==> config.mk <==
export PLATFORM = sky130hd
export DESIGN_NAME = self_organizing_linear_search
export DESIGN_NICKNAME = d
export VERILOG_FILES = /design/src/sols_pkg.sv /design/src/self_organizing_linear_search.sv /design/src/sols_datapath.sv /design/src/sols_ctrl.sv
export SDC_FILE = /design/constraint.sdc
export NUM_CORES = 1
export LEC_CHECK = 0
export ABC_CLOCK_PERIOD_IN_PS = 5100
export BUFFER_PORTS_ARGS = -buffer_cell sky130_fd_sc_hd__buf_2
export CAP_MARGIN = 20
export CORE_ASPECT_RATIO = 0.5
export CORE_MARGIN = 10
export CORE_UTILIZATION = 30
export DETAILED_ROUTE_END_ITERATION = 6
export MAX_ROUTING_LAYER = met4
export PLACE_DENSITY_LB_ADDON = 0.12
export SYNTH_ARGS = -nofsm -noshare
export SYNTH_HDL_FRONTEND = slang
export SYNTH_HIERARCHICAL = 1
export SYNTH_SLANG_ARGS = --single-unit
==> constraint.sdc <==
create_clock -name clk_i -period 5.1 [get_ports clk_i]
set_input_delay 1.53 -clock clk_i [delete_from_list [all_inputs] [get_ports clk_i]]
set_output_delay 1.53 -clock clk_i [all_outputs]
set_load 0.005 [all_outputs]
==> src/sols_pkg.sv <==
// shared types, codes and constants of the self-organizing linear search block
package sols_pkg;

  localparam int unsigned DEFAULT_DEPTH = 16;

  localparam int unsigned KEY_W   = 32;
  localparam int unsigned POS_W   = 4;
  localparam int unsigned CNT_W   = 5;
  localparam int unsigned POL_W   = 2;
  localparam int unsigned CFG_IDX_W = 2;
  localparam int unsigned CFG_DAT_W = 32;

  localparam logic [POL_W-1:0] POLICY_PLAIN     = 2'd0;
  localparam logic [POL_W-1:0] POLICY_TRANSPOSE = 2'd1;
  localparam logic [POL_W-1:0] POLICY_TO_HEAD   = 2'd2;

  localparam logic CMD_WRITE  = 1'b0;
  localparam logic CMD_SEARCH = 1'b1;

  localparam logic [CFG_IDX_W-1:0] CFG_POLICY  = 2'd0;
  localparam logic [CFG_IDX_W-1:0] CFG_ENTRIES = 2'd1;

  typedef enum logic [2:0] {
    ST_IDLE,
    ST_EXEC,
    ST_SCAN,
    ST_SWAP_HIT,
    ST_SWAP_PART,
    ST_FINISH
  } state_e;

  typedef struct packed {
    logic load;
    logic issue;
    logic scan;
    logic wr_item;
    logic wr_hit;
    logic wr_partner;
    logic res_load;
  } ctrl_cmd_t;

  typedef struct packed {
    logic is_write;
    logic cnt_zero;
    logic more;
    logic hit;
    logic last_miss;
    logic move;
  } ctrl_status_t;

endpackage

==> src/self_organizing_linear_search.sv <==
// top level of the self-organizing linear search table
//
// input channel: in_valid_i / in_stall_o with command_i, position_i, value_i.
// a write beat stores value_i at position_i (ignored when position_i >= DEPTH)
// and returns found 0, where = position. a search beat scans entries from 0 up
// to the saturated entries_in_use count and stops at the first equal entry.
// policy 1 swaps the hit with its predecessor, policy 2 swaps it with entry 0.
// output channel: out_valid_o / out_stall_i with found_o and where_o, one
// result beat per input beat, held in an output register.
// config channel: cfg_valid_i / cfg_ready_o (always ready), index 0 policy,
// index 1 entries_in_use; write only while idle.
// a write goes through exec to finish; a search scans until the first hit or
// the last entry (finish at once when the count is zero); the scan reads one
// entry per cycle through the registered table read port, and a swap writes
// the hit slot, then its partner, on the single write port. one beat is in
// flight and the next can be taken in the cycle after the result loads.
// a new beat is taken while the previous result still waits to be taken;
// when out_stall_i holds the output register full, a finished beat waits.
// reset clears control and config; table contents are undefined until written.
module self_organizing_linear_search #(
  parameter int unsigned DEPTH = sols_pkg::DEFAULT_DEPTH
) (
  input  logic                              clk_i,
  input  logic                              rst_ni,
  input  logic                              cfg_valid_i,
  output logic                              cfg_ready_o,
  input  logic [sols_pkg::CFG_IDX_W-1:0]    cfg_index_i,
  input  logic [sols_pkg::CFG_DAT_W-1:0]    cfg_data_i,
  input  logic                              in_valid_i,
  output logic                              in_stall_o,
  input  logic                              command_i,
  input  logic [sols_pkg::POS_W-1:0]        position_i,
  input  logic signed [sols_pkg::KEY_W-1:0] value_i,
  output logic                              out_valid_o,
  input  logic                              out_stall_i,
  output logic                              found_o,
  output logic [sols_pkg::POS_W-1:0]        where_o
);
  import sols_pkg::*;

  ctrl_cmd_t    cmd;
  ctrl_status_t status;

  assign cfg_ready_o = 1'b1;

  sols_datapath #(
    .DEPTH(DEPTH)
  ) u_datapath (
    .clk_i      (clk_i),
    .rst_ni     (rst_ni),
    .cfg_valid_i(cfg_valid_i),
    .cfg_index_i(cfg_index_i),
    .cfg_data_i (cfg_data_i),
    .command_i  (command_i),
    .position_i (position_i),
    .value_i    (value_i),
    .cmd_i      (cmd),
    .status_o   (status),
    .found_o    (found_o),
    .where_o    (where_o)
  );

  sols_ctrl u_ctrl (
    .clk_i      (clk_i),
    .rst_ni     (rst_ni),
    .in_valid_i (in_valid_i),
    .in_stall_o (in_stall_o),
    .out_valid_o(out_valid_o),
    .out_stall_i(out_stall_i),
    .status_i   (status),
    .cmd_o      (cmd)
  );

  // busy right after an accepted beat
  assert property (@(posedge clk_i) disable iff (!rst_ni)
    (in_valid_i && !in_stall_o) |=> in_stall_o)
    else $error("accepted a beat without going busy");

  // a result appears exactly as the block returns to idle
  assert property (@(posedge clk_i) disable iff (!rst_ni)
    $rose(out_valid_o) |-> !in_stall_o)
    else $error("result valid rose while still busy");

  // a pending result is never overwritten
  assert property (@(posedge clk_i) disable iff (!rst_ni)
    cmd.res_load |-> (!out_valid_o || !out_stall_i))
    else $error("result register loaded while stalled");

endmodule

==> src/sols_datapath.sv <==
// table memory, scan counters, config registers and result register
module sols_datapath #(
  parameter int unsigned DEPTH = sols_pkg::DEFAULT_DEPTH
) (
  input  logic                              clk_i,
  input  logic                              rst_ni,
  input  logic                              cfg_valid_i,
  input  logic [sols_pkg::CFG_IDX_W-1:0]    cfg_index_i,
  input  logic [sols_pkg::CFG_DAT_W-1:0]    cfg_data_i,
  input  logic                              command_i,
  input  logic [sols_pkg::POS_W-1:0]        position_i,
  input  logic signed [sols_pkg::KEY_W-1:0] value_i,
  input  sols_pkg::ctrl_cmd_t               cmd_i,
  output sols_pkg::ctrl_status_t            status_o,
  output logic                              found_o,
  output logic [sols_pkg::POS_W-1:0]        where_o
);
  import sols_pkg::*;

  localparam int unsigned AW = (DEPTH > 1) ? $clog2(DEPTH) : 1;
  localparam int unsigned CW = ($clog2(DEPTH + 1) > CNT_W) ? $clog2(DEPTH + 1) : CNT_W;
  localparam logic [CW-1:0] DEPTH_C = CW'(DEPTH);

  logic [KEY_W-1:0] mem_q [DEPTH];

  logic [POL_W-1:0] policy_q;
  logic [CNT_W-1:0] entries_q;

  logic             cmd_q;
  logic [POS_W-1:0] pos_q;
  logic [KEY_W-1:0] key_q;
  logic [CW-1:0]    addr_q;
  logic [AW-1:0]    ridx_q;
  logic             rvalid_q;
  logic [KEY_W-1:0] rdata_q;
  logic [KEY_W-1:0] prev_q;
  logic [KEY_W-1:0] head_q;
  logic             hit_q;
  logic [AW-1:0]    hit_idx_q;
  logic             found_q;
  logic [POS_W-1:0] where_q;

  logic [CW-1:0]    entries_ext;
  logic [CW-1:0]    cnt;
  logic [CW-1:0]    pos_ext;
  logic [CW-1:0]    ridx_ext;
  logic             match;
  logic             pos_ok;
  logic [AW-1:0]    part_idx;
  logic [AW-1:0]    rep_idx;
  logic [CW-1:0]    rep_ext;
  logic [KEY_W-1:0] part_val;
  logic             we;
  logic [AW-1:0]    waddr;
  logic [KEY_W-1:0] wdata;

  // config registers
  always_ff @(posedge clk_i or negedge rst_ni) begin
    if (!rst_ni) begin
      policy_q  <= POLICY_PLAIN;
      entries_q <= '0;
    end else if (cfg_valid_i) begin
      case (cfg_index_i)
        CFG_POLICY:  policy_q  <= cfg_data_i[POL_W-1:0];
        CFG_ENTRIES: entries_q <= cfg_data_i[CNT_W-1:0];
        default: ;
      endcase
    end
  end

  assign entries_ext = CW'(entries_q);
  assign cnt         = (entries_ext > DEPTH_C) ? DEPTH_C : entries_ext;
  assign pos_ext     = CW'(pos_q);
  assign pos_ok      = pos_ext < DEPTH_C;
  assign ridx_ext    = CW'(ridx_q);
  assign match       = rvalid_q && (rdata_q == key_q);

  assign part_idx = (policy_q == POLICY_TO_HEAD) ? '0 : hit_idx_q - AW'(1);
  assign part_val = (policy_q == POLICY_TO_HEAD) ? head_q : prev_q;

  always_comb begin
    rep_idx = hit_idx_q;
    if (policy_q == POLICY_TO_HEAD) begin
      rep_idx = '0;
    end else if (policy_q == POLICY_TRANSPOSE && hit_idx_q != '0) begin
      rep_idx = hit_idx_q - AW'(1);
    end
  end
  assign rep_ext = CW'(rep_idx);

  always_comb begin
    status_o.is_write  = (cmd_q == CMD_WRITE);
    status_o.cnt_zero  = (cnt == '0);
    status_o.more      = (addr_q < cnt);
    status_o.hit       = match;
    status_o.last_miss = rvalid_q && !match && (ridx_ext == cnt - CW'(1));
    status_o.move      = (policy_q == POLICY_TO_HEAD)
                      || (policy_q == POLICY_TRANSPOSE && ridx_q != '0);
  end

  // single write port
  always_comb begin
    we    = 1'b0;
    waddr = '0;
    wdata = key_q;
    if (cmd_i.wr_item) begin
      we    = pos_ok;
      waddr = pos_ext[AW-1:0];
      wdata = key_q;
    end else if (cmd_i.wr_hit) begin
      we    = 1'b1;
      waddr = hit_idx_q;
      wdata = part_val;
    end else if (cmd_i.wr_partner) begin
      we    = 1'b1;
      waddr = part_idx;
      wdata = key_q;
    end
  end

  always_ff @(posedge clk_i) begin
    if (we) begin
      mem_q[waddr] <= wdata;
    end
    if (cmd_i.issue) begin
      rdata_q <= mem_q[addr_q[AW-1:0]];
      ridx_q  <= addr_q[AW-1:0];
    end
  end

  always_ff @(posedge clk_i or negedge rst_ni) begin
    if (!rst_ni) begin
      rvalid_q <= 1'b0;
      hit_q    <= 1'b0;
      addr_q   <= '0;
    end else if (cmd_i.load) begin
      rvalid_q <= 1'b0;
      hit_q    <= 1'b0;
      addr_q   <= '0;
    end else begin
      rvalid_q <= cmd_i.issue;
      if (cmd_i.issue) begin
        addr_q <= addr_q + CW'(1);
      end
      if (cmd_i.scan && match) begin
        hit_q <= 1'b1;
      end
    end
  end

  always_ff @(posedge clk_i) begin
    if (cmd_i.load) begin
      cmd_q <= command_i;
      pos_q <= position_i;
      key_q <= value_i;
    end
    if (cmd_i.scan && match) begin
      hit_idx_q <= ridx_q;
    end
    if (cmd_i.scan && rvalid_q && !match) begin
      prev_q <= rdata_q;
    end
    if (cmd_i.scan && rvalid_q && ridx_q == '0) begin
      head_q <= rdata_q;
    end
    if (cmd_i.res_load) begin
      found_q <= (cmd_q == CMD_SEARCH) && hit_q;
      if (cmd_q == CMD_WRITE) begin
        where_q <= pos_q;
      end else if (hit_q) begin
        where_q <= rep_ext[POS_W-1:0];
      end else begin
        where_q <= '0;
      end
    end
  end

  assign found_o = found_q;
  assign where_o = where_q;

endmodule

==> src/sols_ctrl.sv <==
// sequencing state machine and output valid of the search block
module sols_ctrl (
  input  logic                   clk_i,
  input  logic                   rst_ni,
  input  logic                   in_valid_i,
  output logic                   in_stall_o,
  output logic                   out_valid_o,
  input  logic                   out_stall_i,
  input  sols_pkg::ctrl_status_t status_i,
  output sols_pkg::ctrl_cmd_t    cmd_o
);
  import sols_pkg::*;

  state_e state_q, state_d;
  logic   out_valid_q, out_valid_d;

  always_ff @(posedge clk_i or negedge rst_ni) begin
    if (!rst_ni) begin
      state_q     <= ST_IDLE;
      out_valid_q <= 1'b0;
    end else begin
      state_q     <= state_d;
      out_valid_q <= out_valid_d;
    end
  end

  always_comb begin
    state_d    = state_q;
    cmd_o      = '0;
    in_stall_o = 1'b1;
    case (state_q)
      ST_IDLE: begin
        in_stall_o = 1'b0;
        if (in_valid_i) begin
          cmd_o.load = 1'b1;
          state_d    = ST_EXEC;
        end
      end
      ST_EXEC: begin
        if (status_i.is_write) begin
          cmd_o.wr_item = 1'b1;
          state_d       = ST_FINISH;
        end else if (status_i.cnt_zero) begin
          state_d = ST_FINISH;
        end else begin
          cmd_o.issue = 1'b1;
          state_d     = ST_SCAN;
        end
      end
      ST_SCAN: begin
        cmd_o.scan = 1'b1;
        if (status_i.hit) begin
          state_d = status_i.move ? ST_SWAP_HIT : ST_FINISH;
        end else if (status_i.last_miss) begin
          state_d = ST_FINISH;
        end else begin
          cmd_o.issue = status_i.more;
        end
      end
      ST_SWAP_HIT: begin
        cmd_o.wr_hit = 1'b1;
        state_d      = ST_SWAP_PART;
      end
      ST_SWAP_PART: begin
        cmd_o.wr_partner = 1'b1;
        state_d          = ST_FINISH;
      end
      ST_FINISH: begin
        if (!out_valid_q || !out_stall_i) begin
          cmd_o.res_load = 1'b1;
          state_d        = ST_IDLE;
        end
      end
      default: begin
        state_d = ST_IDLE;
      end
    endcase
  end

  assign out_valid_d = cmd_o.res_load | (out_valid_q & out_stall_i);
  assign out_valid_o = out_valid_q;

endmodule

==> results_dict.tcl <==
set metrics [dict create \
    run_status "completed" \
    yosysWarningCount 6 \
    grt_pass1_vias 13000 \
    synthCells 1194 \
    synth_xor_area_frac 0.0144 \
    layout-drive-gt1-share 0.290 \
    cts_setup_buffers 0 \
    synthMuxAreaShare 0.155 \
    vias_per_cell 4.86 \
    critPathMaxFanout 19 \
    synthSimpleGateAreaFrac 0.0254 \
    placed_area_mm2 0.0283 \
    clk_pin_slew_ns 0.06 \
    worstMarginPinSlew_ns 0.957 \
    whs_path_depth 0 \
    power_density_mw_per_mm2 515 \
    die_w_um 438 \
    die_y_um 229 \
    crit_family "simple AND/OR/NAND/NOR gates" \
    setup_viol 0 \
    synth_seq_cells 676 \
    worstPathArrival_ns 4.29 \
    start_kind "register" \
    cts_tree "done" \
    insertion_delay_ns 0.64 \
    cts_buffer_depth 3 \
    reg2reg_depth 8 \
    post-route-util 0.353 \
    grt_use_total 0.137 \
    gp_congestion 0.708 \
    clkSinkCount 676 \
    slowest_stage "nor2_4" \
    hold_class "reg -> reg" \
    yosysMostFrequentCell "edfxtp_1" \
    synth_edf_count 658 \
    fin_cells 2555 \
    grt_max_degree 133 \
    tns_ns 0 \
    std_cell_rows 76 \
    period_needed_ns 4.02 \
    period_share 0.788 \
    synthArstFlopShare 0.0266 \
    nNetsFinal 1417 \
    fmax_mhz 249 \
    crit_cells 8 \
    cts_inserted_buffers 67 \
    critPathKind "reg -> reg" \
    drt-total-wl_um 67700 \
    boundaryPins 84 \
    ys_seq_area_frac 0.773 \
    fin_area_mm2 0.0304 \
    yosysTopAreaCell "edfxtp_1" \
    synth_top_cell_area_share 0.755 \
    area_delta_synth_final_pct 16.2 \
    ys_types 54 \
    cts_root_buf "clkbuf_16" \
    synthTopCellsByArea "edfxtp_1 76%, mux4_2 13%, dfrtp_1 1.7%" \
    h-tree-depth 3 \
    cp.required_ns 5.38 \
    holdBufCountCts 0 \
    ant_nets 0 \
    cp-end-kind "register" \
    p_leak_nw 9.54 \
    max_slew_margin 0.362 \
    cts_resized 0 \
    ir_worst_vdd_mv 0.249 \
    crit_path_cell_trace "nand2b_2 > nor2_1 > nand2b_1 > nor4_1 > a211oi_1 > nand3b_1 > nor2_4 > buf_4" \
    synth_top_family_by_area "multiplexers" \
    avgSynthCellArea_um2 21.9 \
    slew_violations 0 \
    yosys.area_share.adder 0.00383 \
    antenna_found_initial 2 \
    synth_nets 1278 \
    crit_buf_inv 1 \
    route.detailed.drc 0 \
    io_buffers 55 \
    synthTopCellsByCount "658 x edfxtp_1, 151 x mux4_2, 51 x nand2_1, 38 x xor2_1, 37 x o21ai_0" \
    skew_ns 0.0238 \
    drt_iter0_drc 1168 \
    rsz0062_at_grt "false" \
    dp.cells 2434 \
    yosys_most_used_dff "edfxtp_1" \
    synth-compound-area-share 0.0157 \
    max_cap_violations 0 \
    grt-ovfl-total 0 \
    hold_viol 0 \
    dr.pass1.iters 5 \
    max_stage_delay_ns 0.78 \
    fp.coreArea_mm2 0.0862 \
    vias 12400 \
    dp_hpwl_um 36000 \
    start_util 0.303 \
    syn_area_mm2 0.0262 \
    wl_per_cell_um 26.5 \
    dieArea_mm2 0.100 \
    grt_pass1_wl_um 96200 \
]
==> power breakdown <==
part / total (mW) / leakage [nW] / internal [mW] / switching (mW)
clock network: 4.77 / 1.01 / 2.64 / 2.13
logic: 3.24 / 2.35 / 1.39 / 1.85
registers: 7.65 / 6.18 / 7.25 / 0.398
total: 15.7 / 9.54 / 11.3 / 4.38
==> placed cells by master (no fill, tap or decap), types with 3 or more instances in the layout <==
master,n
nor2_4,18
mux4_2,151
nor2_1,15
buf_2,59
mux4_1,9
nor4_1,11
clkbuf_1,22
nand3b_1,3
nor3_1,6
nand2_1,50
clkinv_1,10
edfxtp_1,658
nand4_1,5
a21oi_1,6
inv_6,3
xnor2_1,5
clkbuf_16,70
mux2_2,7
ha_1,8
o41ai_1,4
buf_4,55
inv_1,10
clkinv_2,9
dfrtp_4,3
o21ai_0,37
nand2b_1,9
mux2i_1,33
buf_12,8
o2bb2ai_1,4
dfrtp_1,14
xor2_1,38
==> cells by family (layout without fill, tap and decap cells) <==
group | Yosys count | count (layout)
flops | 676 | 676
mux | 200 | 200
simple gates | 138 | 138
compound gates | 66 | 66
buf+inv | 62 | 252
xor+xnor | 43 | 43
fa+ha+maj | 8 | 8
other cells | 1 | 2
==> path summary, 6_finish.rpt <==
kind,from,end,slack [ns]
max,u_ctrl/state_q[2],u_datapath/mem_q[8][20],1.08
min in group asynchronous,rst_ni,u_ctrl/state_q[2],0.84
min reg2reg,u_datapath/rdata_q[15],u_datapath/prev_q[15],0.50
max in group asynchronous,rst_ni,u_datapath/addr_q[0],3.92
min,u_datapath/rdata_q[15],u_datapath/prev_q[15],0.50
max reg2reg,u_ctrl/state_q[2],u_datapath/mem_q[8][20],1.08
==> metrics by stage <==
stage | total power [mW] | hold WS (ns) | worst slack (ns)
floorplan | 9.78 | 0.443 | 1.22
global placement | 11.0 | 0.475 | 1.26
detailed placement | 11.1 | 0.483 | 1.07
CTS | 15.9 | 0.498 | 1.03
global route | 16.4 | 0.508 | 0.835
finish | 15.7 | 0.500 | 1.08
==> area by class of cell <==
cell class                      count  area (um^2)
Clock buffer                       92         1830
Tap cell                         1170         1460
Fill cell                        8014        55800
Inverter                           10         37.5
Multi-Input combinational cell    456         5750
Timing Repair Buffer              122          868
Antenna cell                        1         2.50
Sequential cell                   676        20200
Clock inverter                     28          225
==> state kept, by name (all words and copies together), names as in the netlist, 5 cells and up <==
signal	count
u_datapath/prev_q	32
u_datapath/rdata_q	32
u_datapath/entries_ext	5
u_datapath/mem_q	512
u_datapath/addr_q	5
u_datapath/key_q	32
u_datapath/head_q	32
==> routing by layer <==
| metal | part of all wire | GRT usage |
|---|---|---|
| met1 | 0.48 | 0.195 |
| met2 | 0.45 | 0.202 |
| met3 | 0.051 | 0.0304 |
| met4 | 0.015 | 0.0283 |
| met5 | 0 | - |
Note: power is estimated with default switching activity, not from simulation.
